[src/rtl/omi_pkg.sv]
// Shared types, constants and helpers of the obstacle map inflation unit.
// Depends on nothing; every other file of the block imports it.
package omi_pkg;

    // Default map dimensions, handed to the top level as parameter defaults.
    localparam int DEF_MAX_COLS = 256;
    localparam int DEF_MAX_ROWS = 256;

    // Depth of the command queue between the front and the back end.
    localparam int QUEUE_DEPTH = 2;

    // Field widths fixed by the interface.
    localparam int COORD_W = 8;
    localparam int CHAN_W  = 8;
    localparam int SIZE_W  = 9;
    localparam int ROBOT_W = 8;
    localparam int HALF_W  = 5;
    localparam int CFG_IDX_W  = 2;
    localparam int CFG_DATA_W = 9;
    localparam int S_DATA_W = 40;
    localparam int M_DATA_W = 8;

    // Configuration register indexes.
    localparam logic [CFG_IDX_W-1:0] CFG_MAP_WIDTH  = 2'd0;
    localparam logic [CFG_IDX_W-1:0] CFG_MAP_HEIGHT = 2'd1;
    localparam logic [CFG_IDX_W-1:0] CFG_ROBOT_X    = 2'd2;
    localparam logic [CFG_IDX_W-1:0] CFG_ROBOT_Y    = 2'd3;

    // Input word modes.
    localparam logic MODE_LOAD  = 1'b0;
    localparam logic MODE_QUERY = 1'b1;

    // Reciprocal of ten in 11 fractional bits; exact for all byte values.
    localparam int RECIP_TEN   = 205;
    localparam int RECIP_SHIFT = 11;

    typedef enum logic [1:0] {
        CMD_RESULT,
        CMD_QUERY,
        CMD_MARK
    } t_cmd_kind;

    // One classified word as it waits in the queue.
    typedef struct packed {
        t_cmd_kind            kind;
        logic                 blocked;
        logic                 oor;
        logic [COORD_W-1:0]   row;
        logic [COORD_W-1:0]   row_end;
        logic [COORD_W-1:0]   col;
        logic [COORD_W-1:0]   col_end;
    } t_cmd;

    // Configuration as the front end sees it.
    typedef struct packed {
        logic [SIZE_W-1:0] map_width;
        logic [SIZE_W-1:0] map_height;
        logic [HALF_W-1:0] half_x;
        logic [HALF_W-1:0] half_y;
    } t_cfg;

    // Half span of the robot: its size divided by ten.
    function automatic logic [HALF_W-1:0] half_span(input logic [ROBOT_W-1:0] size);
        logic [15:0] prod;
        prod = 16'(size) * 16'(RECIP_TEN);
        return prod[RECIP_SHIFT +: HALF_W];
    endfunction

endpackage

[src/rtl/omi_front.sv]
// Front end: accepts input words, checks them against the map size and
// turns each into a command for the queue. Depends on omi_pkg.
module omi_front #(
    parameter int MAX_COLS = omi_pkg::DEF_MAX_COLS,
    parameter int MAX_ROWS = omi_pkg::DEF_MAX_ROWS
) (
    input  logic                          i_s_valid,
    output logic                          o_s_ready,
    input  logic                          i_mode,
    input  logic [omi_pkg::S_DATA_W-1:0]  i_data,
    input  omi_pkg::t_cfg                 i_cfg,
    input  logic                          i_clearing,
    input  logic                          i_q_full,
    output logic                          o_push,
    output omi_pkg::t_cmd                 o_cmd
);
    import omi_pkg::*;

    logic [COORD_W-1:0] col, row;
    logic [CHAN_W-1:0]  red, green, blue;
    logic [SIZE_W-1:0]  cols_eff, rows_eff;
    logic [SIZE_W-1:0]  col_lim, row_lim;
    logic [SIZE_W-1:0]  col_sum, row_sum;
    logic [COORD_W-1:0] col_cap, row_cap;
    logic               outside;
    logic               is_black;

    assign col   = i_data[0  +: COORD_W];
    assign row   = i_data[8  +: COORD_W];
    assign red   = i_data[16 +: CHAN_W];
    assign green = i_data[24 +: CHAN_W];
    assign blue  = i_data[32 +: CHAN_W];

    assign o_s_ready = !i_q_full && !i_clearing;
    assign o_push    = i_s_valid && o_s_ready;

    always_comb begin
        // The map in use is the smaller of the register and the array.
        cols_eff = (32'(i_cfg.map_width) > MAX_COLS) ? SIZE_W'(MAX_COLS) : i_cfg.map_width;
        rows_eff = (32'(i_cfg.map_height) > MAX_ROWS) ? SIZE_W'(MAX_ROWS) : i_cfg.map_height;
        outside  = ({1'b0, col} >= cols_eff) || ({1'b0, row} >= rows_eff);
        is_black = (red == '0) && (green == '0) && (blue == '0);

        // Far edges of the rectangle. Coordinates never exceed a byte, so
        // anything beyond the last byte value can never be queried.
        col_lim = cols_eff - 1'b1;
        row_lim = rows_eff - 1'b1;
        col_cap = col_lim[SIZE_W-1] ? '1 : col_lim[COORD_W-1:0];
        row_cap = row_lim[SIZE_W-1] ? '1 : row_lim[COORD_W-1:0];
        col_sum = {1'b0, col} + SIZE_W'(i_cfg.half_x);
        row_sum = {1'b0, row} + SIZE_W'(i_cfg.half_y);

        o_cmd         = '0;
        o_cmd.kind    = CMD_RESULT;
        o_cmd.oor     = outside;
        o_cmd.row     = row;
        o_cmd.col     = col;
        o_cmd.row_end = (row_sum > {1'b0, row_cap}) ? row_cap : row_sum[COORD_W-1:0];
        o_cmd.col_end = (col_sum > {1'b0, col_cap}) ? col_cap : col_sum[COORD_W-1:0];

        if (i_mode == MODE_QUERY) begin
            if (outside) begin
                o_cmd.blocked = 1'b1;
            end else begin
                o_cmd.kind = CMD_QUERY;
            end
        end else if (!outside && is_black) begin
            o_cmd.kind = CMD_MARK;
            o_cmd.row  = (row > COORD_W'(i_cfg.half_y)) ? row - COORD_W'(i_cfg.half_y) : '0;
            o_cmd.col  = (col > COORD_W'(i_cfg.half_x)) ? col - COORD_W'(i_cfg.half_x) : '0;
        end
    end

endmodule

[config.mk]
export PLATFORM = sky130hd
export DESIGN_NAME = omi_front
export DESIGN_NICKNAME = d
export VERILOG_FILES = /design/src/rtl/omi_pkg.sv /design/src/rtl/omi_front.sv
export SDC_FILE = /design/constraint.sdc
export NUM_CORES = 1
export LEC_CHECK = 0
export BUFFER_PORTS_ARGS = -buffer_cell sky130_fd_sc_hd__buf_4
export CAP_MARGIN = 20
export CORE_MARGIN = 2
export CORE_UTILIZATION = 47
export DETAILED_ROUTE_END_ITERATION = 8
export GPL_TIMING_DRIVEN = 0
export MAX_ROUTING_LAYER = met4
export PLACE_DENSITY = 0.78
export SLEW_MARGIN = 20
export SYNTH_ARGS = -nofsm -noshare
export SYNTH_HDL_FRONTEND = slang
export SYNTH_SLANG_ARGS = --single-unit
[constraint.sdc]
create_clock -name vclk -period 13.85
set_clock_uncertainty 0.05 [all_clocks]
set_input_delay 2.77 -clock vclk [all_inputs]
set_output_delay 2.77 -clock vclk [all_outputs]
set_load 0.05 [all_outputs]
==> metrics.cfg <==
[status]
outcome=complete, no violations

[place]
post-place-ws_ns=4.54
gp_congestion=0.891
io_buffers=108
placed_cells=568
place_area_um2=3640
dp_hpwl_um=6690

[yosys]
syn_area_um2=2740
ys_warn_count=0
syn-num-nets=518
syn_avg_cell_area_um2=7.06
synth_compound_area_frac=0.238
yosysUniqueCellTypes=50
synth-seq-area-share=0
synth_fa_ha_area_frac=0.276
synth.area.mux_share=0.0479
synth_cells=388
synth-xor-area-share=0.0863
synth_top_family_by_area=adder cells
yosys.area_share.simple=0.268

[layout]
areaGrowthSynthToFinish_pct=32.9
fin_nets=628
nFillCells=525
seq_cells=0
final_cells=568
fin_util=0.653
stdcell_area_um2=3640
clockBufferCount=0
drive_gt1_frac=0.248
regArea_um2=0
n_antenna_cell=0

[pwr]
clkPwrFrac=0
leakage_nw=1.77
switchingPower_uw=129
sequentialPowerShare=0
power_density_nw_per_um2=57.2
swShare=0.619
irDropWorstVdd_v=0.0000510
p_comb_frac=1.000
p_total_uw=208
p_int_uw=79.3

[sta]
fmax_mhz=107
timing.final.crit_share=0.675
min_period_ns=9.35
tightest_slew_ns=0.573
slew_headroom=0.618
setup_slack_ns=4.50
setup_viol_count_final=0
rsz0062_at_grt=no
hold_ws_ns=5.78
maxSlewViolCount=0
finalHoldViolCount=0
finalSetupTns_ns=0

[drt]
vias=3169
ant_nets=0
drc=0
drtPass1Iterations=4
wl_per_cell_um=13.8
drt_iter0_drc=108
drt_wl_total_um=7860
routed_via_density=5.58

[grt]
grt_max_degree=11
track_usage=0.242
grt_pass1_wl_um=12800
antenna_found_initial=0
grt_pass1_vias=2942
grt.overflow.total=0

[floorplan]
fp.dieW_um=80.4
io_pins=110
core_region_area_um2=5570
start_util=0.492
die_area_um2=6460
die_y_um=80.4
num_rows=27

[hold_path]
hold_class=in2out

[worst_setup_path]
crit_type=in2out
critPathLaunchType=input port
worstSetupStartpoint=i_data[0]
arrival_ns=6.53
cp-end-kind=output port
cp.required_ns=11.03
worst-path-max-fanout=9
cp-endpoint=o_cmd[5]

[clock_tree]
post_cts_buffers=0
post_cts_resized=0
hold_buffers=0

[run]
maxCapViolCount=0

[cells by family after synthesis]
| family | after synthesis |
|---|---|
| AOI/OAI and AO/OA | 102 |
| xor gates and xnor gates | 27 |
| adders and majority gates | 58 |
| buffers and inverters | 51 |
| muxes | 12 |
| and+or+nand+nor | 138 |
[cells in the mapped netlist (7+ instances only)]
| cell | n | share of area |
|---|---|---|
| ha_1 | 54 | 0.25 |
| nor2_1 | 40 | 0.055 |
| inv_1 | 32 | 0.044 |
| a21oi_1 | 24 | 0.044 |
| nand2_1 | 22 | 0.030 |
| nand2b_1 | 17 | 0.039 |
| o21ai_1 | 17 | 0.031 |
| xnor2_1 | 16 | 0.051 |
| nor2b_1 | 13 | 0.030 |
| o21ai_0 | 13 | 0.024 |
| xor2_1 | 11 | 0.035 |
| o41ai_1 | 10 | 0.032 |
| clkbuf_1 | 9 | 0.012 |
| mux2_1 | 8 | 0.033 |
| nor4_1 | 7 | 0.016 |
| or3_1 | 7 | 0.016 |
[cell type report]
cell class,count,area [um2],share of cell area
Multi-Input combinational cell,337,2510,0.690
Timing Repair Buffer,108,811,0.223
Buffer,18,105,0.0289
Tap cell,72,90.1,0.0247
Inverter,33,124,0.0340
[worst min path at each step]
stage                            to  depth (start not counted)      from
after floorplan           o_s_ready                          1  i_q_full
after detailed placement  o_s_ready                          3  i_q_full
after CTS                 o_s_ready                          3  i_q_full
after global placement    o_s_ready                          3  i_q_full
after global routing      o_s_ready                          3  i_q_full
final                     o_s_ready                          3  i_q_full
[metal layers]
metal | global-route usage | wire [um] | share of wire
met1 | 0.319 | 3720 | 0.47
met2 | 0.427 | 3730 | 0.47
met3 | 0.0135 | 381 | 0.048
met4 | 0.0169 | 23 | 0.0029
met5 | - | 0 | 0
[critical path, stage by stage]
cell and delay (ns):
buf_4 0.12, ha_1 0.22, fa_1 0.42, nor2b_1 0.16, or3_1 0.31, a21oi_1 0.20, nand2b_1 0.15, xor2_1 0.19
inv_1 0.06, ha_1 0.29, nand2_1 0.07, o21ai_0 0.17, a21oi_1 0.09, a21oi_1 0.48, nor2_1 0.25, mux2_1 0.38
buf_4 0.20
[layout by cell type, fill, tap and decap left out, types with 6 or more instances in the layout]
master,synthesis,routed
a21oi_1,24,24
buf_4,3,111
clkbuf_1,9,9
ha_1,54,54
inv_1,32,32
mux2_1,8,8
nand2_1,22,22
nand2b_1,17,17
nand3_1,6,6
nor2_1,40,40
nor2b_1,13,13
nor4_1,7,7
o21a_1,6,6
o21ai_0,13,13
o21ai_1,17,17
o22ai_1,6,6
o41ai_1,10,10
or3_1,7,7
xnor2_1,16,16
xor2_1,11,11
[power groups by stage]
stage | clock [mW] | combinational (mW) | sequential [mW]
detailed placement | 0 | 0.207 | 0
global placement | 0 | 0.203 | 0
floorplan | 0 | 0.143 | 0
CTS | 0 | 0.208 | 0
global route | 0 | 0.227 | 0
finish | 0 | 0.208 | 0
No activity file was read; power rests on OpenSTA's default activity.
