--- src/rtl/omi_pkg.sv ---
// Shared types, constants and helpers of the obstacle map inflation unit.
// Depends on nothing; every other file of the block imports it.
package omi_pkg;

    // Default map dimensions, handed to the top level as parameter defaults.
    localparam int DEF_MAX_COLS = 256;
    localparam int DEF_MAX_ROWS = 256;

    // Depth of the command queue between the front and the back end.
    localparam int QUEUE_DEPTH = 2;

    // Field widths fixed by the interface.
    localparam int COORD_W = 8;
    localparam int CHAN_W  = 8;
    localparam int SIZE_W  = 9;
    localparam int ROBOT_W = 8;
    localparam int HALF_W  = 5;
    localparam int CFG_IDX_W  = 2;
    localparam int CFG_DATA_W = 9;
    localparam int S_DATA_W = 40;
    localparam int M_DATA_W = 8;

    // Configuration register indexes.
    localparam logic [CFG_IDX_W-1:0] CFG_MAP_WIDTH  = 2'd0;
    localparam logic [CFG_IDX_W-1:0] CFG_MAP_HEIGHT = 2'd1;
    localparam logic [CFG_IDX_W-1:0] CFG_ROBOT_X    = 2'd2;
    localparam logic [CFG_IDX_W-1:0] CFG_ROBOT_Y    = 2'd3;

    // Input word modes.
    localparam logic MODE_LOAD  = 1'b0;
    localparam logic MODE_QUERY = 1'b1;

    // Reciprocal of ten in 11 fractional bits; exact for all byte values.
    localparam int RECIP_TEN   = 205;
    localparam int RECIP_SHIFT = 11;

    typedef enum logic [1:0] {
        CMD_RESULT,
        CMD_QUERY,
        CMD_MARK
    } t_cmd_kind;

    // One classified word as it waits in the queue.
    typedef struct packed {
        t_cmd_kind            kind;
        logic                 blocked;
        logic                 oor;
        logic [COORD_W-1:0]   row;
        logic [COORD_W-1:0]   row_end;
        logic [COORD_W-1:0]   col;
        logic [COORD_W-1:0]   col_end;
    } t_cmd;

    // Configuration as the front end sees it.
    typedef struct packed {
        logic [SIZE_W-1:0] map_width;
        logic [SIZE_W-1:0] map_height;
        logic [HALF_W-1:0] half_x;
        logic [HALF_W-1:0] half_y;
    } t_cfg;

    // Half span of the robot: its size divided by ten.
    function automatic logic [HALF_W-1:0] half_span(input logic [ROBOT_W-1:0] size);
        logic [15:0] prod;
        prod = 16'(size) * 16'(RECIP_TEN);
        return prod[RECIP_SHIFT +: HALF_W];
    endfunction

endpackage

--- src/rtl/omi_cmd_queue.sv ---
// Short command queue between the classifying front end and the map engine.
// Depends on omi_pkg for the command type and the queue depth.
module omi_cmd_queue (
    input  logic           i_clk,
    input  logic           i_rst_n,
    input  logic           i_push,
    input  omi_pkg::t_cmd  i_cmd,
    output logic           o_full,
    input  logic           i_pop,
    output logic           o_valid,
    output omi_pkg::t_cmd  o_cmd
);
    import omi_pkg::*;

    localparam int PTR_W = (QUEUE_DEPTH > 1) ? $clog2(QUEUE_DEPTH) : 1;
    localparam int CNT_W = $clog2(QUEUE_DEPTH + 1);

    t_cmd             r_slot [QUEUE_DEPTH];
    logic [PTR_W-1:0] r_wr_ptr;
    logic [PTR_W-1:0] r_rd_ptr;
    logic [CNT_W-1:0] r_count;

    assign o_full  = (r_count == CNT_W'(QUEUE_DEPTH));
    assign o_valid = (r_count != '0);
    assign o_cmd   = r_slot[r_rd_ptr];

    always_ff @(posedge i_clk) begin
        if (i_push) begin
            r_slot[r_wr_ptr] <= i_cmd;
        end
    end

    always_ff @(posedge i_clk) begin
        if (!i_rst_n) begin
            r_wr_ptr <= '0;
            r_rd_ptr <= '0;
            r_count  <= '0;
        end else begin
            if (i_push) begin
                r_wr_ptr <= (r_wr_ptr == PTR_W'(QUEUE_DEPTH - 1)) ? '0 : r_wr_ptr + 1'b1;
            end
            if (i_pop) begin
                r_rd_ptr <= (r_rd_ptr == PTR_W'(QUEUE_DEPTH - 1)) ? '0 : r_rd_ptr + 1'b1;
            end
            if (i_push && !i_pop) begin
                r_count <= r_count + 1'b1;
            end else if (!i_push && i_pop) begin
                r_count <= r_count - 1'b1;
            end
        end
    end

endmodule

--- config.mk ---
export PLATFORM = sky130hd
export DESIGN_NAME = omi_cmd_queue
export DESIGN_NICKNAME = d
export VERILOG_FILES = /design/src/rtl/omi_pkg.sv /design/src/rtl/omi_cmd_queue.sv
export SDC_FILE = /design/constraint.sdc
export NUM_CORES = 1
export LEC_CHECK = 0
export ABC_AREA = 0
export BUFFER_PORTS_ARGS = -buffer_cell sky130_fd_sc_hd__buf_2
export CAP_MARGIN = 40
export CORE_ASPECT_RATIO = 0.75
export CORE_MARGIN = 3
export CORE_UTILIZATION = 37
export DETAILED_ROUTE_END_ITERATION = 16
export GPL_TIMING_DRIVEN = 0
export PLACE_DENSITY_LB_ADDON = 0.2
export SYNTH_ARGS = -nofsm -noshare
export SYNTH_HDL_FRONTEND = slang
export SYNTH_SLANG_ARGS = --single-unit
--- constraint.sdc ---
create_clock -name i_clk -period 3.34 [get_ports i_clk]
set_input_delay 0 -clock i_clk [delete_from_list [all_inputs] [get_ports i_clk]]
set_output_delay 0 -clock i_clk [all_outputs]
set_load 0.01 [all_outputs]
==> results of run 1 <==
-- where the power goes --
group          switching (mW)  internal, mW  total, mW
registers              0.0133          1.11       1.12
logic                   0.123         0.150      0.273
clock network           0.304         0.413      0.718
-- critical path, stage by stage, from the launching register on --
cell,delay (ns)
dfxtp_1,0.30
buf_2,0.26
buf_6,0.21
mux2_2,0.35
buf_2,0.14
-- cells by family (layout without fill, tap and decap cells) --
group / Yosys count / count (layout) / synth area share, %
adders and majority gates: 1 / 1 / 0.442
buffers and inverters: 5 / 137 / 1.50
DFF: 77 / 77 / 80.0
xor gates and xnor gates: 3 / 3 / 0.929
muxes: 36 / 36 / 14.3
AOI/OAI and AO/OA: 3 / 3 / 0.708
and+or+nand+nor: 9 / 9 / 2.08
-- sequential cells by signal, indices dropped and copies added, names as in the netlist, named ones only --
| signal | flops |
|---|---|
| r_slot | 72 |
| r_rd_ptr | 1 |
| r_wr_ptr | 1 |
| r_count | 2 |
-- cell type report --
type / count / area [um2]
fillers: 615 / 3120
flip-flops and latches: 77 / 2260
repair buffers: 116 / 811
multi-input cells: 52 / 532
clock buffers: 10 / 128
well taps: 98 / 123
clock inverters: 6 / 77.6
plain buffers: 4 / 38.8
inverters: 1 / 3.75
-- stage by stage --
stage	hold slack (ns)	total power [mW]
after floorplan	0.0989	1.28
after global placement	0.188	1.38
after detailed placement	0.191	1.39
after CTS	0.000427	2.15
after global routing	0.0121	2.21
final	0.0247	2.12
-- placed cells by master (no fill, tap or decap) --
cell / netlist / layout
buf_2: 1 / 78
edfxtp_1: 72 / 72
dlygate4sd3_1: 0 / 37
mux2_2: 36 / 36
clkbuf_8: 0 / 9
dfxtp_1: 5 / 5
buf_6: 3 / 3
and2_1: 4 / 3
xor2_1: 2 / 2
clkinv_1: 0 / 2
clkinv_2: 0 / 2
bufinv_16: 0 / 2
buf_16: 0 / 2
inv_1: 1 / 1
or2_2: 1 / 1
and2_2: 0 / 1
and2b_2: 1 / 1
nor2b_4: 0 / 1
xnor2_1: 1 / 1
nor2b_1: 2 / 1
o21a_1: 1 / 1
o21ai_0: 1 / 1
or3_1: 1 / 1
a21boi_1: 1 / 1
ha_1: 1 / 1
clkbuf_1: 0 / 1
-- final timing paths --
kind         cells past startpoint      endpoint        from  slack (ns)
max                              4     o_cmd[26]        flop        1.75
min                              3      r_rd_ptr       i_pop        0.02
max reg2reg                      2  r_slot[1][8]    r_wr_ptr        1.97
min reg2reg                      2    r_count[1]  r_count[1]        0.50
-- per-layer routing --
metal	share of wire (%)	track usage [%]
met1	44	15.2
met2	48	21.1
met5	0	0
met3	7.1	5.03
met4	0.37	4.98
==> reports/results.txt, run 1 <==
fin util -> 56.1%
postcts setup bufs -> 0
most frequent cell after synthesis -> edfxtp_1
outcome -> completed
Hold Fails Final Rpt -> 0
VDD IR max -> 0.000315 V
Placed Cells -> 311
synth top area cells -> edfxtp_1 76%, mux2_2 14%, dfxtp_1 3.5%
clk_skew -> 0.00653 ns
CTS H-tree lvls -> 3
worst setup margin -> 1.75 ns
Max transition margin -> 64.9%
first-pass GRT wire length -> 8260 um
initial antenna violation count -> 0
Clock transition at path regs -> 0.07 ns
Final Wtd Congestion -> 0.659
pre-CTS WS -> 1.94 ns
Cell Pwr Density -> 532 nW/um2
TritonRoute pass-1 iters -> 4
Post-Syn Area -> 2830 um2
Area after DPL -> 3400 um2
Hold WC Path Type -> input port to flop
CP Data Arrival Time -> 1.59 ns
Seq/Total Area, Yosys -> 80.0%
Port Buffers -> 77
Starting DRT DRC Count -> 40
largest net degree at the start of global routing -> 24
synthesized instance count -> 134
Synth Register Bits -> 77
CP max FO -> 10
top-area cell type share of the netlist area -> 76.5%
proportion of layout cells with a drive suffix above 1 -> 51.1%
die height -> 81.7 um
post-DR vias/cell -> 4.40
# Max-Cap Violations -> 0
via count -> 1601
count of unique library cells instantiated by Yosys -> 17
grt ovf -> 0
Final nets -> 302
Clock Latency Late Sink -> 0.33 ns
diodes inserted -> 0
# setup viols final -> 0
Core ar. -> 7090 um2
post-route ant nets -> 0
Die Width -> 107 um
CTS Buffer Depth -> 2
Total Wirelength -> 5150 um
Overall Global Routing Usage -> 12.8%
TNS Setup -> 0 ns
Mapped Avg Cell Area -> 21.1 um2
top cells by count, synth -> 72 x edfxtp_1, 36 x mux2_2, 5 x dfxtp_1, 4 x and2_1, 3 x buf_6
DRC Markers -> 0
RSZ-0062 raised after global routing -> no
Warnings, synthesis -> 0
CTS tree -> yes
Synth async-reset ratio -> 0%
CTS sink cnt -> 77
top_reg_cell synth -> edfxtp_1
fin cells -> 364
Slew Limit Fails -> 0
leakage -> 1.53 nW
Max Clk Rate -> 0.629 GHz
Crit Path Category -> flop to output port
CP Launch Type -> flop
Resized Gates After CTS -> 0
post-synth net total -> 175
FP Rows -> 26
Wirelength per Cell -> 14.2 um
fin crit share -> 47.6%
die area -> 8740 um2
Req. time, crit path -> 3.34 ns
CTS Buf Count -> 9
area grow syn2layout -> 40.6%
DPL Wire Length -> 3390 um
Worst-Margin Slew -> 0.525 ns
CTS Hold Bufs -> 37
fin crit period -> 1.59 ns
clock root buffer master -> clkbuf_8
critical path endpoint category -> output port
Final Cell Area -> 3980 um2
Synth area leader -> edfxtp_1
number of global-route vias before repair -> 1747
Initial Util -> 39.9%
io pins -> 78
number of synthesized flops with an enable pin -> 72
Power figures use the tool's default switching activity.
==> run 2: changes to the inputs <==
ABC_AREA = 1   (was 0)
clock period = 1.6 ns   (was 3.34 ns; I/O delays follow)
==> run 2 against run 1 <==
  * Largest cell class unchanged
  * Die area rose by 5.0%
  * Global-route usage shrank 0.77 points
  * Hold slack better by 0.36 ns
  * Clock-buffer cell count fell by 1
  * Cell area grew 4.5%
  * Setup slack lost 1.6 ns
  * Critical path type unchanged
  * Register-to-register slack got worse by 1.8 ns
  * Combinational power up 120%
  * Sequential power grew 110%
  * Clock skew shrank 0.0019 ns
  * Critical path depth unchanged
  * Non-clock buffer count up 3
  * Critical endpoint is now o_cmd[34]
==> reports/results.txt, run 2 <==
Reg2Reg Setup Slack -> 0.21 ns
first-pass GRT wire length -> 8080 um
leakage -> 1.69 nW
via count -> 1621
Clock Latency Late Sink -> 0.33 ns
post-synthesis mux area share -> 17.4%
simple-gate area share of the yosys netlist -> 2.52%
TNS Setup -> 0 ns
post-synth net total -> 188
fin crit share -> 90.7%
CP max FO -> 10
Synth async-reset ratio -> 0%
Reg with most FFs -> r_slot
Top Registers -> r_slot x72, r_count x2
Synth Area in Adders -> 0.420%
Fill cells -> 643
TritonRoute pass-1 iters -> 4
Synth area leader -> edfxtp_1
Initial Util -> 39.4%
diodes inserted -> 0
max reg flops -> 72
initial antenna violation count -> 0
CP Data Arrival Time -> 1.45 ns
Seq/Total Area, Yosys -> 75.9%
DRC Markers -> 0
Hold Fails Final Rpt -> 0
Mapped Avg Cell Area -> 20.3 um2
Cell Pwr Density -> 1070 nW/um2
post-DR vias/cell -> 4.25
top cells by count, synth -> 72 x edfxtp_1, 30 x mux2_4, 9 x nand2_1, 8 x inv_1, 8 x nor2_1
number of global-route vias before repair -> 1629
CTS sink cnt -> 77
Synth Area in Compound Gates -> 0.336%
Warnings, synthesis -> 0
Resized Gates After CTS -> 0
most frequent cells in the layout -> 77 x buf_2, 72 x edfxtp_1, 40 x dlygate4sd3_1
Synth Register Bits -> 77
reg-to-reg startpoint -> r_wr_ptr
post-route ant nets -> 0
synthesized instance count -> 147
Req. time, crit path -> 1.60 ns
VDD IR max -> 0.000609 V
Starting DRT DRC Count -> 39
grt ovf -> 0
number of synthesized flops with an enable pin -> 72
clk_skew -> 0.00458 ns
critical path endpoint category -> output port
CTS H-tree lvls -> 3
Placed Cells -> 327
FP Rows -> 27
Crit Path Category -> flop to output port
Clock transition at path regs -> 0.07 ns
worst setup path endpoint -> o_cmd[34]
top_reg_cell synth -> edfxtp_1
Max Clk Rate -> 0.689 GHz
synth top area cells -> edfxtp_1 73%, mux2_4 15%, dfxtp_1 3.4%
fin crit period -> 1.45 ns
clock root buffer master -> clkbuf_8
Reg2Reg Capture Point -> r_slot[1][18]
count of unique library cells instantiated by Yosys -> 14
worst setup margin -> 0.149 ns
# setup viols final -> 0
Total Wirelength -> 5130 um
proportion of layout cells with a drive suffix above 1 -> 48.2%
FF-to-FF path depth -> 3
largest net degree at the start of global routing -> 20
CTS Buf Count -> 9
Final nets -> 318
Wirelength per Cell -> 13.5 um
RSZ-0062 raised after global routing -> no
Overall Global Routing Usage -> 12.0%
# Max-Cap Violations -> 0
Worst-Margin Slew -> 0.607 ns
fin cells -> 381
post-synthesis xor/xnor area fraction -> 0%
CTS Buffer Depth -> 2
Die Width -> 110 um
DPL Wire Length -> 3350 um
pre-CTS WS -> 0.193 ns
area grow syn2layout -> 39.5%
Slew Limit Fails -> 0
Max transition margin -> 59.4%
io pins -> 78
die area -> 9180 um2
Hold WC Path Type -> input port to flop
fin util -> 54.9%
die height -> 83.7 um
top-area cell type share of the netlist area -> 72.6%
CP Launch Type -> flop
most frequent cell after synthesis -> edfxtp_1
Final Wtd Congestion -> 0.734
Fin Hold WS -> 0.383 ns
outcome -> completed
Post-Syn Area -> 2980 um2
commonest non-fill, non-tap cell in the layout -> buf_2
largest family of logic cells by synthesized area -> multiplexers
CTS tree -> yes
Core ar. -> 7570 um2
Port Buffers -> 77
==> run 2: cell count changes in the layout (fill, tap and decap cells not counted), moves of 2 or more <==
cell	delta
buf_12	+3
mux2_2	-30
nand2_1	+9
mux2_4	+30
and2_1	-3
clkinv_1	-2
nor2_1	+7
inv_1	+6
xor2_1	-2
buf_6	-2
dlygate4sd3_1	+3
==> run 2: stage by stage <==
stage	cell area (um2)	power (mW)
global route	4160	4.66
detailed placement	3550	2.92
CTS	4160	4.49
floorplan	2990	2.70
finish	4160	4.44
global placement	3500	2.89
==> run 2: worst min path at each step <==
stage	cells past startpoint	to	startpoint	slack [ns]
floorplan	0	r_slot[0][0]	i_cmd[0]	0.1
global placement	1	r_slot[1][30]	i_cmd[30]	0.19
detailed placement	1	r_slot[1][13]	i_cmd[13]	0.19
CTS	2	r_slot[1][13]	i_cmd[13]	0.36
global route	2	r_slot[1][28]	i_cmd[28]	0.35
finish	2	r_slot[1][9]	i_cmd[9]	0.38
==> run 2: area by class of cell <==
class	instances	area [um2]	share of cell area, %
Clock inverter	5	77.6	1.87
Timing Repair Buffer	119	841	20.2
Sequential cell	77	2260	54.4
Clock buffer	9	124	2.98
Multi-Input combinational cell	58	623	15.0
Buffer	4	71.3	1.72
Inverter	8	30.0	0.723
Tap cell	101	126	3.04
==> run 2: critical path, stage by stage, from the launching register on <==
cell and delay [ns]:
dfxtp_1 0.33, buf_6 0.17, buf_12 0.16, mux2_4 0.31
buf_2 0.14
==> run 2: report_power, final <==
part	switching (mW)	total (mW)	internal [mW]
combinational	0.254	0.587	0.333
sequential	0.0276	2.35	2.32
clock	0.643	1.50	0.855
==> run 2: logic make-up after synthesis <==
group | after synthesis
AOI/OAI and AO/OA | 2
adders and majority gates | 1
DFF | 77
muxes | 36
buffers and inverters | 12
and+or+nand+nor | 19
==> run 2: routing by layer <==
layer | wire length (um) | GRT usage (%)
met1 | 2320 | 15.6
met2 | 2360 | 17.2
met3 | 431 | 6.65
met4 | 19 | 3.28
met5 | 0 | 0
==> run 2: what timing repair did <==
item,CTS,global route
buffers inserted,0,0
hold endpoints to repair,77,0
hold buffers,40,0
==> run 3: changes to the inputs <==
SETUP_SLACK_MARGIN = 0.5   (was not set)
==> run 3 against run 2 <==
  * Via count increased by 6.3%
  * Sequential power about the same
  * First-iteration DRC count increased by 59%
  * Utilization increased by 7.0 points
  * Largest power group unchanged
  * Combinational power increased by 36%
==> reports/results.txt, run 3 (synthesized netlist as in run 2, its figures left out) <==
Max transition margin -> 87.7%
diodes inserted -> 0
Hold Fails Final Rpt -> 0
Clock transition at path regs -> 0.07 ns
fin util -> 61.9%
CTS Buf Count -> 9
most frequent cells in the layout -> 72 x edfxtp_1, 41 x buf_2, 40 x buf_6
die area -> 9180 um2
GR peak layer -> met2
Cell Pwr Density -> 1030 nW/um2
number of global-route vias before repair -> 1744
DPL Wire Length -> 3250 um
commonest non-fill, non-tap cell in the layout -> edfxtp_1
Top Registers -> r_slot x72, r_count x2
outcome -> completed
CP max FO -> 6
initial antenna violation count -> 0
clk_skew -> 0.00489 ns
met1 Usage GRT -> 14.5%
CTS sink cnt -> 77
via count -> 1723
Area after DPL -> 3560 um2
Fin Hold WS -> 0.386 ns
Worst-Margin Slew -> 0.184 ns
fin cells -> 395
proportion of layout cells with a drive suffix above 1 -> 51.4%
post-route ant nets -> 0
Core ar. -> 7570 um2
RSZ-0062 raised after global routing -> yes
die height -> 83.7 um
Max Clk Rate -> 0.700 GHz
Final Wtd Congestion -> 0.631
Tot Pwr -> 4.82 mW
met3 Use GR -> 6.11%
VDD IR max -> 0.000620 V
Slew Limit Fails -> 0
FP Rows -> 27
DRC Markers -> 0
post-DR vias/cell -> 4.36
Req. time, crit path -> 1.60 ns
Wirelength per Cell -> 14.7 um
grt ovf -> 0
# setup viols final -> 0
fin crit share -> 89.2%
CTS tree -> yes
Initial Util -> 39.4%
leakage -> 1.91 nW
CP Launch Type -> flop
CTS Buffer Depth -> 2
Clock Latency Late Sink -> 0.33 ns
Starting DRT DRC Count -> 62
area of the multi-input gates -> 666 um2
Overall Global Routing Usage -> 12.3%
TritonRoute pass-1 iters -> 4
critical path endpoint category -> output port
CTS H-tree lvls -> 3
Final Cell Area -> 4680 um2
Reg2Reg Setup Slack -> 0.52 ns
Fill cells -> 587
CP Data Arrival Time -> 1.43 ns
# Max-Cap Violations -> 0
first-pass GRT wire length -> 8410 um
Total Wirelength -> 5790 um
Reg with most FFs -> r_slot
area grow syn2layout -> 57.2%
Die Width -> 110 um
Sequential Area -> 2270 um2
Final nets -> 330
Crit Path Category -> flop to output port
clock root buffer master -> clkbuf_8
Placed Cells -> 327
max reg flops -> 72
fin crit period -> 1.43 ns
io pins -> 78
GRT met2 Usage -> 19.9%
largest net degree at the start of global routing -> 21
Hold WC Path Type -> input port to flop
Port Buffers -> 77
run 3: what timing repair did:
item | CTS | global route
hold endpoints to repair | 77 | 0
setup buffers | 6 | 1
setup endpoints to repair | 108 | 38
cloned | 0 | 6
hold buffers | 39 | 0
resized for setup | 7 | 50
pin swaps | 1 | 1
run 3: path summary, 6_finish.rpt:
kind / cells after the start / startpoint / to
setup / recovery: 4 / flop / o_cmd[34]
hold / removal: 2 / i_cmd[27] / r_slot[0][27]
setup reg to reg: 3 / r_wr_ptr / r_slot[1][21]
hold reg to reg: 2 / r_rd_ptr / flop
run 3: power breakdown:
| part | internal (mW) | switching, mW | leakage [nW] |
|---|---|---|---|
| Clock | 1.03 | 0.636 | 0.115 |
| Sequential | 2.32 | 0.0327 | 0.719 |
| Combinational | 0.502 | 0.298 | 1.08 |
run 3: layer usage:
metal,vias up,part of all wire (%)
met5,-,0
met1,829,42
li1,833,-
met4,0,0.59
met2,57,50
met3,4,7.5
run 3: stage by stage:
step / setup TNS [ns] / setup WS [ns]
CTS: 0 / 0.158
global route: 0 / 0.117
floorplan: 0 / 0.306
finish: 0 / 0.172
global placement: -1.46 / -0.0426
detailed placement: 0 / 0.158
run 3: critical path, stage by stage, from the launching register on:
cell	delay, ns
dfxtp_4	0.37
buf_12	0.14
clkbuf_16	0.15
mux2_4	0.30
buf_6	0.12
run 3: final cells by class:
cell class              count  share of cell area (%)
inverters                   8                   0.721
clock inverters             5                    2.11
well taps                 101                    2.70
multi-input cells          58                    14.2
clock buffers              11                    2.80
repair buffers            131                    27.3
flip-flops and latches     77                    48.5
plain buffers               4                    1.71
